--- src/hw/rtl/ohrp_pkg.sv ---
// ----------------------------------------------------------------------------
// ohrp_pkg
// Types and constants shared by the hex response parser modules.
// ----------------------------------------------------------------------------
`timescale 1ns / 1ps

package ohrp_pkg;

    localparam int DIGIT_W     = 6;
    localparam int CODE_W      = 4;
    localparam int DATA_W      = 32;
    localparam int GROUP_W     = 16;
    localparam int QUEUE_DEPTH = 8;

    localparam logic [7:0] CHAR_FOUR = 8'h34;
    localparam logic [7:0] CHAR_ONE  = 8'h31;

    localparam logic [CODE_W-1:0] CODE_LIMIT_RESET = 4'd15;

    typedef enum logic [1:0] {
        KIND_VALUE = 2'd0,
        KIND_CODE  = 2'd1,
        KIND_COUNT = 2'd2
    } result_kind_t;

    typedef enum logic {
        MODE_VALUE = 1'b0,
        MODE_CODES = 1'b1
    } parse_mode_t;

    typedef struct packed {
        logic [7:0] character;
        logic       char_valid;
        logic       mode;
        logic       end_of_response;
    } item_t;

    typedef struct packed {
        logic                in_response;
        parse_mode_t         latched_mode;
        logic [DIGIT_W-1:0]  digit_count;
        logic                first_digit_is_four;
        logic                prefix_matched;
        logic [DATA_W-1:0]   accumulator;
        logic [GROUP_W-1:0]  group_value;
        logic [CODE_W-1:0]   codes_emitted;
    } parse_state_t;

    typedef struct packed {
        result_kind_t        kind;
        logic                ok;
        logic [DATA_W-1:0]   data;
        logic [CODE_W-1:0]   count;
        logic                last;
    } result_t;

    // {is_hex, nibble}
    function automatic logic [4:0] hex_nibble(input logic [7:0] c);
        logic [4:0] r;
        r = 5'd0;
        if (c >= 8'h30 && c <= 8'h39) begin
            r = {1'b1, 4'(c - 8'h30)};
        end
        else if (c >= 8'h41 && c <= 8'h46) begin
            r = {1'b1, 4'(c - 8'h37)};
        end
        else if (c >= 8'h61 && c <= 8'h66) begin
            r = {1'b1, 4'(c - 8'h57)};
        end
        return r;
    endfunction

endpackage

--- src/hw/rtl/ohrp_step.sv ---
// ----------------------------------------------------------------------------
// ohrp_step
// Per-character parse step: next response state and up to two results.
// ----------------------------------------------------------------------------
`timescale 1ns / 1ps

module ohrp_step
    import ohrp_pkg::*;
#(
    parameter int VALUE_DIGIT_CAP = 30,
    parameter int CODE_DIGIT_CAP  = 62,
    parameter int MAX_CODES       = 15
)
(
    input  parse_state_t      state,
    input  item_t             item,
    input  logic [CODE_W-1:0] code_limit,
    output parse_state_t      state_next,
    output result_t           res0,
    output result_t           res1,
    output logic [1:0]        res_count
);

    parse_state_t      st;
    logic [4:0]        hn;
    logic              is_digit;
    logic [3:0]        d;
    logic [DIGIT_W-1:0] idx;
    logic [CODE_W-1:0] lim;
    logic              code_hit;
    logic              good;
    result_t           code_res;
    result_t           close_res;

    always_comb
    begin
        st = state;
        if (!state.in_response)
        begin
            st.latched_mode = parse_mode_t'(item.mode);
            st.in_response  = 1'b1;
        end

        hn       = hex_nibble(item.character);
        is_digit = item.char_valid & hn[4];
        d        = hn[3:0];
        idx      = st.digit_count;
        lim      = (code_limit < CODE_W'(MAX_CODES)) ? code_limit : CODE_W'(MAX_CODES);
        code_hit = 1'b0;

        if (is_digit)
        begin
            if (st.latched_mode == MODE_VALUE)
            begin
                if (idx < DIGIT_W'(VALUE_DIGIT_CAP))
                begin
                    if (idx == DIGIT_W'(0))
                        st.first_digit_is_four = (item.character == CHAR_FOUR);
                    if (idx == DIGIT_W'(1))
                        st.prefix_matched = st.first_digit_is_four &
                                            (item.character == CHAR_ONE);
                    if (st.prefix_matched && (idx == DIGIT_W'(2) || idx == DIGIT_W'(3)))
                        st.accumulator = '0;
                    else
                        st.accumulator = {st.accumulator[DATA_W-5:0], d};
                    st.digit_count = idx + DIGIT_W'(1);
                end
            end
            else
            begin
                if (idx < DIGIT_W'(CODE_DIGIT_CAP))
                begin
                    if (idx >= DIGIT_W'(2))
                    begin
                        st.group_value = {st.group_value[GROUP_W-5:0], d};
                        // group complete every fourth digit after the skipped pair
                        if (idx[1:0] == 2'd1 && st.codes_emitted < lim)
                        begin
                            code_hit         = 1'b1;
                            st.codes_emitted = st.codes_emitted + CODE_W'(1);
                        end
                    end
                    st.digit_count = idx + DIGIT_W'(1);
                end
            end
        end

        code_res       = '0;
        code_res.kind  = KIND_CODE;
        code_res.ok    = 1'b1;
        code_res.data  = DATA_W'(st.group_value);

        good = (st.digit_count >= DIGIT_W'(4)) &&
               (st.digit_count > (st.prefix_matched ? DIGIT_W'(4) : DIGIT_W'(0)));

        close_res      = '0;
        close_res.last = 1'b1;
        if (st.latched_mode == MODE_VALUE)
        begin
            close_res.kind = KIND_VALUE;
            close_res.ok   = good;
            close_res.data = good ? st.accumulator : '0;
        end
        else
        begin
            close_res.kind  = KIND_COUNT;
            close_res.ok    = 1'b1;
            close_res.count = st.codes_emitted;
        end

        res0      = code_hit ? code_res : close_res;
        res1      = close_res;
        res_count = 2'(code_hit) + 2'(item.end_of_response);

        state_next = item.end_of_response ? '0 : st;
    end

endmodule

--- src/hw/rtl/ohrp_result_queue.sv ---
// ----------------------------------------------------------------------------
// ohrp_result_queue
// Small result FIFO taking up to two results per cycle, one out per cycle while out_pop is high.
// ----------------------------------------------------------------------------
`timescale 1ns / 1ps

module ohrp_result_queue
    import ohrp_pkg::*;
#(
    parameter int DEPTH = 8
)
(
    input  logic       clk,
    input  logic       rst_n,
    input  result_t    push0,
    input  result_t    push1,
    input  logic [1:0] push_count,
    input  logic       reserve,
    output logic       can_accept,
    output logic       out_valid,
    input  logic       out_pop,
    output result_t    head
);

    localparam int PTR_W = $clog2(DEPTH);
    localparam int LVL_W = $clog2(DEPTH + 1);
    localparam logic [LVL_W:0] ACCEPT_MAX = (LVL_W+1)'(DEPTH - 2);

    result_t            entry_reg [DEPTH];
    logic [PTR_W-1:0]   wr_ptr_reg;
    logic [PTR_W-1:0]   wr_ptr_next;
    logic [PTR_W-1:0]   rd_ptr_reg;
    logic [PTR_W-1:0]   rd_ptr_next;
    logic [LVL_W-1:0]   level_reg;
    logic [LVL_W-1:0]   level_next;
    logic               pop;
    logic [LVL_W:0]     demand;

    assign out_valid = (level_reg != '0);
    assign head      = entry_reg[rd_ptr_reg];
    assign pop       = out_valid & out_pop;

    // room must remain for the two results the stage may still push and the two the accepted character may push
    assign demand     = {1'b0, level_reg} + (reserve ? (LVL_W+1)'(2) : '0);
    assign can_accept = (demand <= ACCEPT_MAX);

    always_comb
    begin
        wr_ptr_next = wr_ptr_reg + PTR_W'(push_count);
        rd_ptr_next = rd_ptr_reg + PTR_W'(pop);
        level_next  = level_reg + LVL_W'(push_count) - LVL_W'(pop);
    end

    always_ff @(posedge clk)
    begin
        if (push_count != 2'd0)
            entry_reg[wr_ptr_reg] <= push0;
        if (push_count == 2'd2)
            entry_reg[wr_ptr_reg + PTR_W'(1)] <= push1;
    end

    always_ff @(posedge clk or negedge rst_n)
    begin
        if (!rst_n)
        begin
            wr_ptr_reg <= '0;
            rd_ptr_reg <= '0;
            level_reg  <= '0;
        end
        else
        begin
            wr_ptr_reg <= wr_ptr_next;
            rd_ptr_reg <= rd_ptr_next;
            level_reg  <= level_next;
        end
    end

endmodule

--- src/hw/rtl/obd_hex_response_parser.sv ---
// ----------------------------------------------------------------------------
// obd_hex_response_parser
// Accepted characters are registered in the stage and their results queued;
// the queue head drives the outputs. Throughput: one character per cycle,
// limited only by the result queue draining; a character that completes a
// code and also closes the response puts two results in the queue. Reset
// clears all response state, empties the queue and sets code_limit to 15.
// ----------------------------------------------------------------------------
`timescale 1ns / 1ps

module obd_hex_response_parser
    import ohrp_pkg::*;
#(
    parameter int VALUE_DIGIT_CAP = 30,
    parameter int CODE_DIGIT_CAP  = 62,
    parameter int MAX_CODES       = 15
)
(
    input  logic               clk,
    input  logic               rst_n,
    input  logic               cfg_wr_en,
    input  logic [CODE_W-1:0]  cfg_wr_data,
    input  logic               in_valid,
    output logic               in_stall,
    input  logic [7:0]         character,
    input  logic               char_valid,
    input  logic               mode,
    input  logic               end_of_response,
    output logic               out_valid,
    input  logic               out_stall,
    output logic [1:0]         result_kind,
    output logic               ok,
    output logic [DATA_W-1:0]  data_value,
    output logic [CODE_W-1:0]  code_count,
    output logic               last_result
);

    logic [CODE_W-1:0] code_limit_reg;
    parse_state_t      state_reg;
    parse_state_t      state_next;
    logic              stage_valid_reg;
    item_t             stage_item_reg;
    result_t           res0;
    result_t           res1;
    logic [1:0]        res_count;
    logic [1:0]        push_count;
    logic              can_accept;
    logic              in_take;
    result_t           head;

    assign in_stall = ~can_accept;
    assign in_take  = in_valid & can_accept;

    always_ff @(posedge clk or negedge rst_n)
    begin
        if (!rst_n)
            code_limit_reg <= CODE_LIMIT_RESET;
        else if (cfg_wr_en)
            code_limit_reg <= cfg_wr_data;
    end

    always_ff @(posedge clk or negedge rst_n)
    begin
        if (!rst_n)
            stage_valid_reg <= 1'b0;
        else
            stage_valid_reg <= in_take;
    end

    always_ff @(posedge clk)
    begin
        if (in_take)
            stage_item_reg <= '{character:       character,
                                char_valid:      char_valid,
                                mode:            mode,
                                end_of_response: end_of_response};
    end

    ohrp_step #(
        .VALUE_DIGIT_CAP (VALUE_DIGIT_CAP),
        .CODE_DIGIT_CAP  (CODE_DIGIT_CAP),
        .MAX_CODES       (MAX_CODES)
    ) u_step (
        .state      (state_reg),
        .item       (stage_item_reg),
        .code_limit (code_limit_reg),
        .state_next (state_next),
        .res0       (res0),
        .res1       (res1),
        .res_count  (res_count)
    );

    always_ff @(posedge clk or negedge rst_n)
    begin
        if (!rst_n)
            state_reg <= '0;
        else if (stage_valid_reg)
            state_reg <= state_next;
    end

    assign push_count = stage_valid_reg ? res_count : 2'd0;

    ohrp_result_queue #(
        .DEPTH (QUEUE_DEPTH)
    ) u_queue (
        .clk        (clk),
        .rst_n      (rst_n),
        .push0      (res0),
        .push1      (res1),
        .push_count (push_count),
        .reserve    (stage_valid_reg),
        .can_accept (can_accept),
        .out_valid  (out_valid),
        .out_pop    (~out_stall),
        .head       (head)
    );

    assign result_kind = head.kind;
    assign ok          = head.ok;
    assign data_value  = head.data;
    assign code_count  = head.count;
    assign last_result = head.last;

endmodule
--- config.mk ---
export PLATFORM = sky130hd
export DESIGN_NAME = obd_hex_response_parser
export DESIGN_NICKNAME = d
export VERILOG_FILES = /design/src/hw/rtl/ohrp_pkg.sv /design/src/hw/rtl/ohrp_step.sv /design/src/hw/rtl/ohrp_result_queue.sv /design/src/hw/rtl/obd_hex_response_parser.sv
export SDC_FILE = /design/constraint.sdc
export NUM_CORES = 1
export LEC_CHECK = 0
export BUFFER_PORTS_ARGS = -buffer_cell sky130_fd_sc_hd__buf_2
export CAP_MARGIN = 20
export CORE_MARGIN = 1.5
export CORE_UTILIZATION = 45
export DETAILED_ROUTE_END_ITERATION = 10
export SLEW_MARGIN = 5
export SYNTH_ARGS = -nofsm -noshare
export SYNTH_HDL_FRONTEND = slang
export SYNTH_SLANG_ARGS = --single-unit
--- constraint.sdc ---
create_clock -name clk -period 6.8 [get_ports clk]
set_clock_uncertainty 0.2 [all_clocks]
set_input_delay 1.02 -clock clk [delete_from_list [all_inputs] [get_ports clk]]
set_output_delay 1.02 -clock clk [all_outputs]
set_load 0.05 [all_outputs]
* Word level (Yosys, flattened, before mapping)
Memory sizes are Yosys's and may differ from the RTL's.
Index checks and enable logic that the tools add are counted.
W data, S select, Z words.
** Word-level totals
- Bits in registers :: 88
- Bits in writable memories :: 320
- Input bits :: 20
- Output and inout bits :: 42
- Word-level logic and storage cells :: 112
- Memories kept :: 1
** Cells by class
- Add/subtract/negate cells :: 12
- Order comparisons :: 14
- Equal/unequal tests :: 8
- Multiplexer cells :: 41
- Bitwise logic cells :: 6
- Reductions and logical operators :: 13
** Memory list
- u_queue.entry_reg :: words 8, width 40, read ports 1, clocked after Yosys merged registers in 0, write ports 2, RTL line ohrp_result_queue.sv:29 : result_t entry_reg [DEPTH];
** Operators with widths (count)
- $mux W32 :: 3
- $mux W40 :: 2
- $mux W62 :: 1
- $mux W20 :: 3
- $mux W60 :: 1
- $mux W34 :: 1
- $mux W1 :: 18
- $eq A8 B6 Y1 const B :: 2
- $ge A8 B7 Y1 const B :: 2
- $le A8 B7 Y1 const B :: 2
- $mux W5 :: 3
- $eq A6 B2 Y1 const B :: 2
- $mux W4 :: 3
- $mux W6 :: 2
- $ge A8 B6 Y1 const B :: 1
- $le A8 B6 Y1 const B :: 1
- $sub A4 B3 Y4 const B :: 2
- $add A6 B1 Y6 const B :: 1
- $eq A6 B1 Y1 const B :: 1
- $ge A6 B2 Y1 const B :: 1
- $ge A6 B3 Y1 const B :: 1
- $gt A6 B6 Y1 :: 1
- $logic_and A1 B1 Y1 :: 6
- $logic_not A6 Y1 :: 1
- 25 further kinds :: 33

* Logic depth before layout (Yosys ltp)
- Word-level depth :: 23
- Mapped depth :: 19
- Gate-level depth less buffers :: 16

* Cells and area by module
A second synthesis with hierarchy kept.
** Unflattened totals
- Cell total of the unflattened synthesis :: 1389
- Area total of the unflattened synthesis :: 21703.3 sq um
** By module, submodules not included
- ohrp_result_queue :: times used 1, cells each 892, area an instance 16470.8 sq um, seq. area each 9859.5 sq um
- obd_hex_response_parser :: times used 1, cells each 156, area an instance 3125.5 sq um, seq. area each 2011.9 sq um
- ohrp_step :: times used 1, cells each 341, area an instance 2107.0 sq um, seq. area each 0.0 sq um

* Worst setup path after synthesis
Ideal clock, no wire load.
- Kind :: register to register
- From :: register stage_item_reg[3] (netlist name)
- To :: memory u_queue.entry_reg[5][11] (netlist name) (data pin)
- Library setup time :: 0.169 ns
- Arrival time :: 4.638 ns
- Required time :: 6.431 ns
- Slack :: 1.793 ns
- Cell stages (with the launch flop) :: 18
- Path buffers :: 3
- Period minus slack after synthesis :: 5.007 ns
- Cells stage by stage :: edfxtp_1 > inv_1 > ha_1 > or3b_4 > a31o_2 > buf_6 > o211a_1 > nand2_1 > inv_2 > buf_2 > ha_1 > or3_1 > nor3_1 > nor2_1 > inv_1 > nand2_1 > clkbuf_1 > o31ai_1
** RTL lines
- start: declaration :: RTL line obd_hex_response_parser.sv:42 : item_t stage_item_reg;
- start signal: assignment :: RTL line obd_hex_response_parser.sv:73 : stage_item_reg <= '{character: character,
- end: declaration :: RTL line ohrp_result_queue.sv:29

==> summary.txt <==
Run status
  • Outcome: finished with violations
  • Violated checks: max-slew violations

Timing
  • Min Tclk post-route: 5.48 ns
  • Slew Limit Headroom: -4.27%
  • Final hold vios: 0
  • Worst Max-Slew Pin Slew: 1.56 ns
  • Setup TNS: 0 ns
  • Final worst slack: 1.32 ns
  • # setup viols final: 0
  • Fmax achieved: 0.182 GHz
  • Unrepaired setup endpoints after global routing: no
  • Final worst-path cycle share: 80.6%
  • Max-slew violations: 94

Die
  • Initial Util: 45.6%
  • Io pins: 62
  • Die Wd: 214 um
  • Die height: 214 um
  • Core Rows: 77
  • CORE AREA: 44100 um^2
  • Die area: 46000 um^2

Drt
  • DRT iter0 DRCs: 1652
  • Vias: 13700
  • First-pass DRT Iterations: 5
  • Routed len/inst: 24.8 um
  • Drt via density: 6.15
  • Detailed Route WL: 55100 um
  • Antenna Violating Nets Remaining: 0
  • Drc violations: 0

Finish
  • Layout cell share with drive strength beyond 1: 20.4%
  • Area Overhead vs Synth: 11.0%
  • Antenna diodes: 0
  • Final #Nets: 1641
  • Max reg flops: 320

Synth
  • Area contributors post-synth: edfxtp_1 47%, mux4_2 9.0%, dfrtp_1 8.6%
  • Synth warn: 0
  • Syn avg cell area: 12.7 um^2
  • Main combinational cell family by area after synthesis: simple AND/OR/NAND/NOR gates
  • Post-synth EDFFs: 315
  • Syn_nets: 1636
  • Top-count cell post-synth: edfxtp_1
  • Post-synthesis sequential area ratio: 57.7%
  • Area share of the largest cell type after synthesis: 47.0%
  • Adder-cell share of the synthesized area: 1.82%
  • Asr flop ratio synth: 18.1%
  • Most frequent cells after synthesis: 315 x edfxtp_1, 218 x nand2_1, 125 x nor2_1, 97 x o31ai_1, 83 x nor3b_1
  • Register bit total from synthesis: 404
  • Unique masters post-synth: 70
  • Post-Synth XOR/XNOR Area: 0.479%
  • Post-synth top flop: edfxtp_1
  • Synth Area in Compound Gates: 12.2%
  • Cell Area, Synth: 20100 um^2
  • Post-synthesis cell count: 1588
  • Largest area contributor in the netlist: edfxtp_1
  • Mux contribution to synthesized area: 11.6%
  • Post-Synth Simple-Gate Area: 12.4%

Placed design
  • GP Congestion: 0.894
  • I/O Buffers: 61
  • Hpwl dp: 31600 um
  • Pre-CTS setup slack: 1.44 ns

Global routing
  • Largest net degree at the start of global routing: 265
  • M1 GR Usage: 33.8%
  • Busiest grt layer: met2
  • Total GRT Usage: 24.1%
  • M2 GR Usage: 39.0%
  • Met3 Use GR: 3.49%
  • Gr ovfl total: 0
  • First-pass GRT wire length: 84600 um
  • Initial antenna violation count: 0
  • Vias in the first global route: 13600

Power
  • VDD IR-drop max: 0.239 mV
  • Leak: 6.97 nW
  • Power density cells: 359 nW/um^2

Job
  • Max-Cap Viols: 0

CTS
  • Postcts setup bufs: 0
  • # clock sinks: 404
  • TritonCTS Buffers: 45
  • CTS root buffer: clkbuf_16
  • CTS Buffer Depth: 3
  • Clock slew at reported path FFs: 0.06 ns
  • CTS H-tree depth: 2
  • Post-cts sizing count: 0
  • CTS tree: yes
  • Clk_lat worst skew: 0.58 ns
  • Hold_buf cts: 0

Setup path
  • Reg2reg end: u_queue.entry_reg[1][6]
  • Crit path cell chain: inv_1, ha_1, o21bai_1, a21oi_4, a31o_2, o211a_1, nand2_1, inv_2, ha_1, nand2_1, or3_1, nor3_1, nor2_1, inv_2, nand2_1, o32ai_1
  • Kind of cell adding the most delay to the critical path: simple AND/OR/NAND/NOR gates
  • CP max stage cell: nand2_1
  • Crit path required time: 6.96 ns
  • Worst R2R Setup Slack: 1.32 ns
  • Crit. path cell count: 16
  • CP max FO: 16
  • CP peak stage delay: 0.55 ns
  • FF-to-FF Start: stage_item_reg[4]
  • Worst Setup EP: u_queue.entry_reg[1][6]
  • WS Path Type: reg2reg
  • Critical path buffers and inverters: 3
  • FF-to-FF path depth: 16
  • CP most frequent cell: nand2_1
  • Startpoint types: flop
  • Worst setup startpoint: stage_item_reg[4]
  • CP arrival: 5.64 ns
  • CP Capture Type: flop

Min path
  • Worst Hold Class: in2async
per-layer routing:
layer	vias up	routed length (um)
met5	-	0
met4	0	1370
met3	92	3940
met2	611	26600
met1	6890	23200
li1	6075	-
kinds of logic (layout without fill, tap and decap cells):
family / count (synthesis) / in the layout
muxes: 128 / 128
AOI/OAI and AO/OA: 338 / 338
buffers and inverters: 168 / 210
adders and majority gates: 28 / 28
DFF: 404 / 404
xor gates and xnor gates: 11 / 11
and+or+nand+nor: 511 / 511
area by class of cell:
class / instances / area, um^2
clock inverters: 20 / 121
well taps: 592 / 741
inverters: 33 / 124
multi-input cells: 1016 / 7800
flip-flops and latches: 404 / 11600
repair buffers: 93 / 608
fillers: 3815 / 21800
clock buffers: 64 / 1320
worst min path at each step:
stage / endpoint / slack [ns] / startpoint / cells after the start
4_1_cts: u_queue.rd_ptr_reg[2] / 0.27 / u_queue.rd_ptr_reg[2] / 1
2_1_floorplan: u_queue.entry_reg[2][38] / 0.25 / u_queue.entry_reg[2][38] / 2
3_5_place_dp: u_queue.rd_ptr_reg[2] / 0.26 / u_queue.rd_ptr_reg[2] / 1
5_1_grt: u_queue.level_reg[2] / 0.16 / rst_n / 1
3_3_place_gp: u_queue.rd_ptr_reg[2] / 0.25 / u_queue.rd_ptr_reg[2] / 1
6_report: u_queue.level_reg[2] / 0.15 / rst_n / 1
placed cells by master (no fill, tap or decap), drive strengths merged, types with 5 or more instances in the layout:
master / instances
xnor2: 5
dfxtp: 16
nand2: 218
inv: 34
o21ai: 62
o31ai: 97
mux4: 80
nor2: 126
clkbuf: 64
a21boi: 5
o32ai: 32
ha: 26
nor3b: 83
o2bb2ai: 16
a22o: 31
and3: 22
a22oi: 14
mux2: 43
nor3: 21
buf: 93
xor2: 6
nand2b: 6
nand3: 14
edfxtp: 315
a21oi: 48
mux2i: 5
clkinv: 16
a31oi: 8
dfrtp: 69
per-stage QoR:
| stage | cells | instance area [um^2] | hold slack, ns | power (W) | util [%] |
|---|---|---|---|---|---|
| after global placement | 2134 | 20800 | 0.252 | 0.00567 | 47.2 |
| after global routing | 2222 | 22300 | 0.160 | 0.00834 | 50.6 |
| final | 2222 | 22300 | 0.151 | 0.00803 | 50.6 |
| after CTS | 2220 | 22300 | 0.268 | 0.00807 | 50.5 |
| after detailed placement | 2136 | 20900 | 0.257 | 0.00569 | 47.3 |
| after floorplan | 1588 | 20100 | 0.251 | 0.00502 | - |
power by group:
group          switching [W]  internal (W)  leakage (nW)
combinational        0.00160      0.000866          2.55
sequential          0.000286       0.00288          3.71
clock                0.00100       0.00139         0.705
total                0.00289       0.00513          6.97
Power figures use the tool's default switching activity.
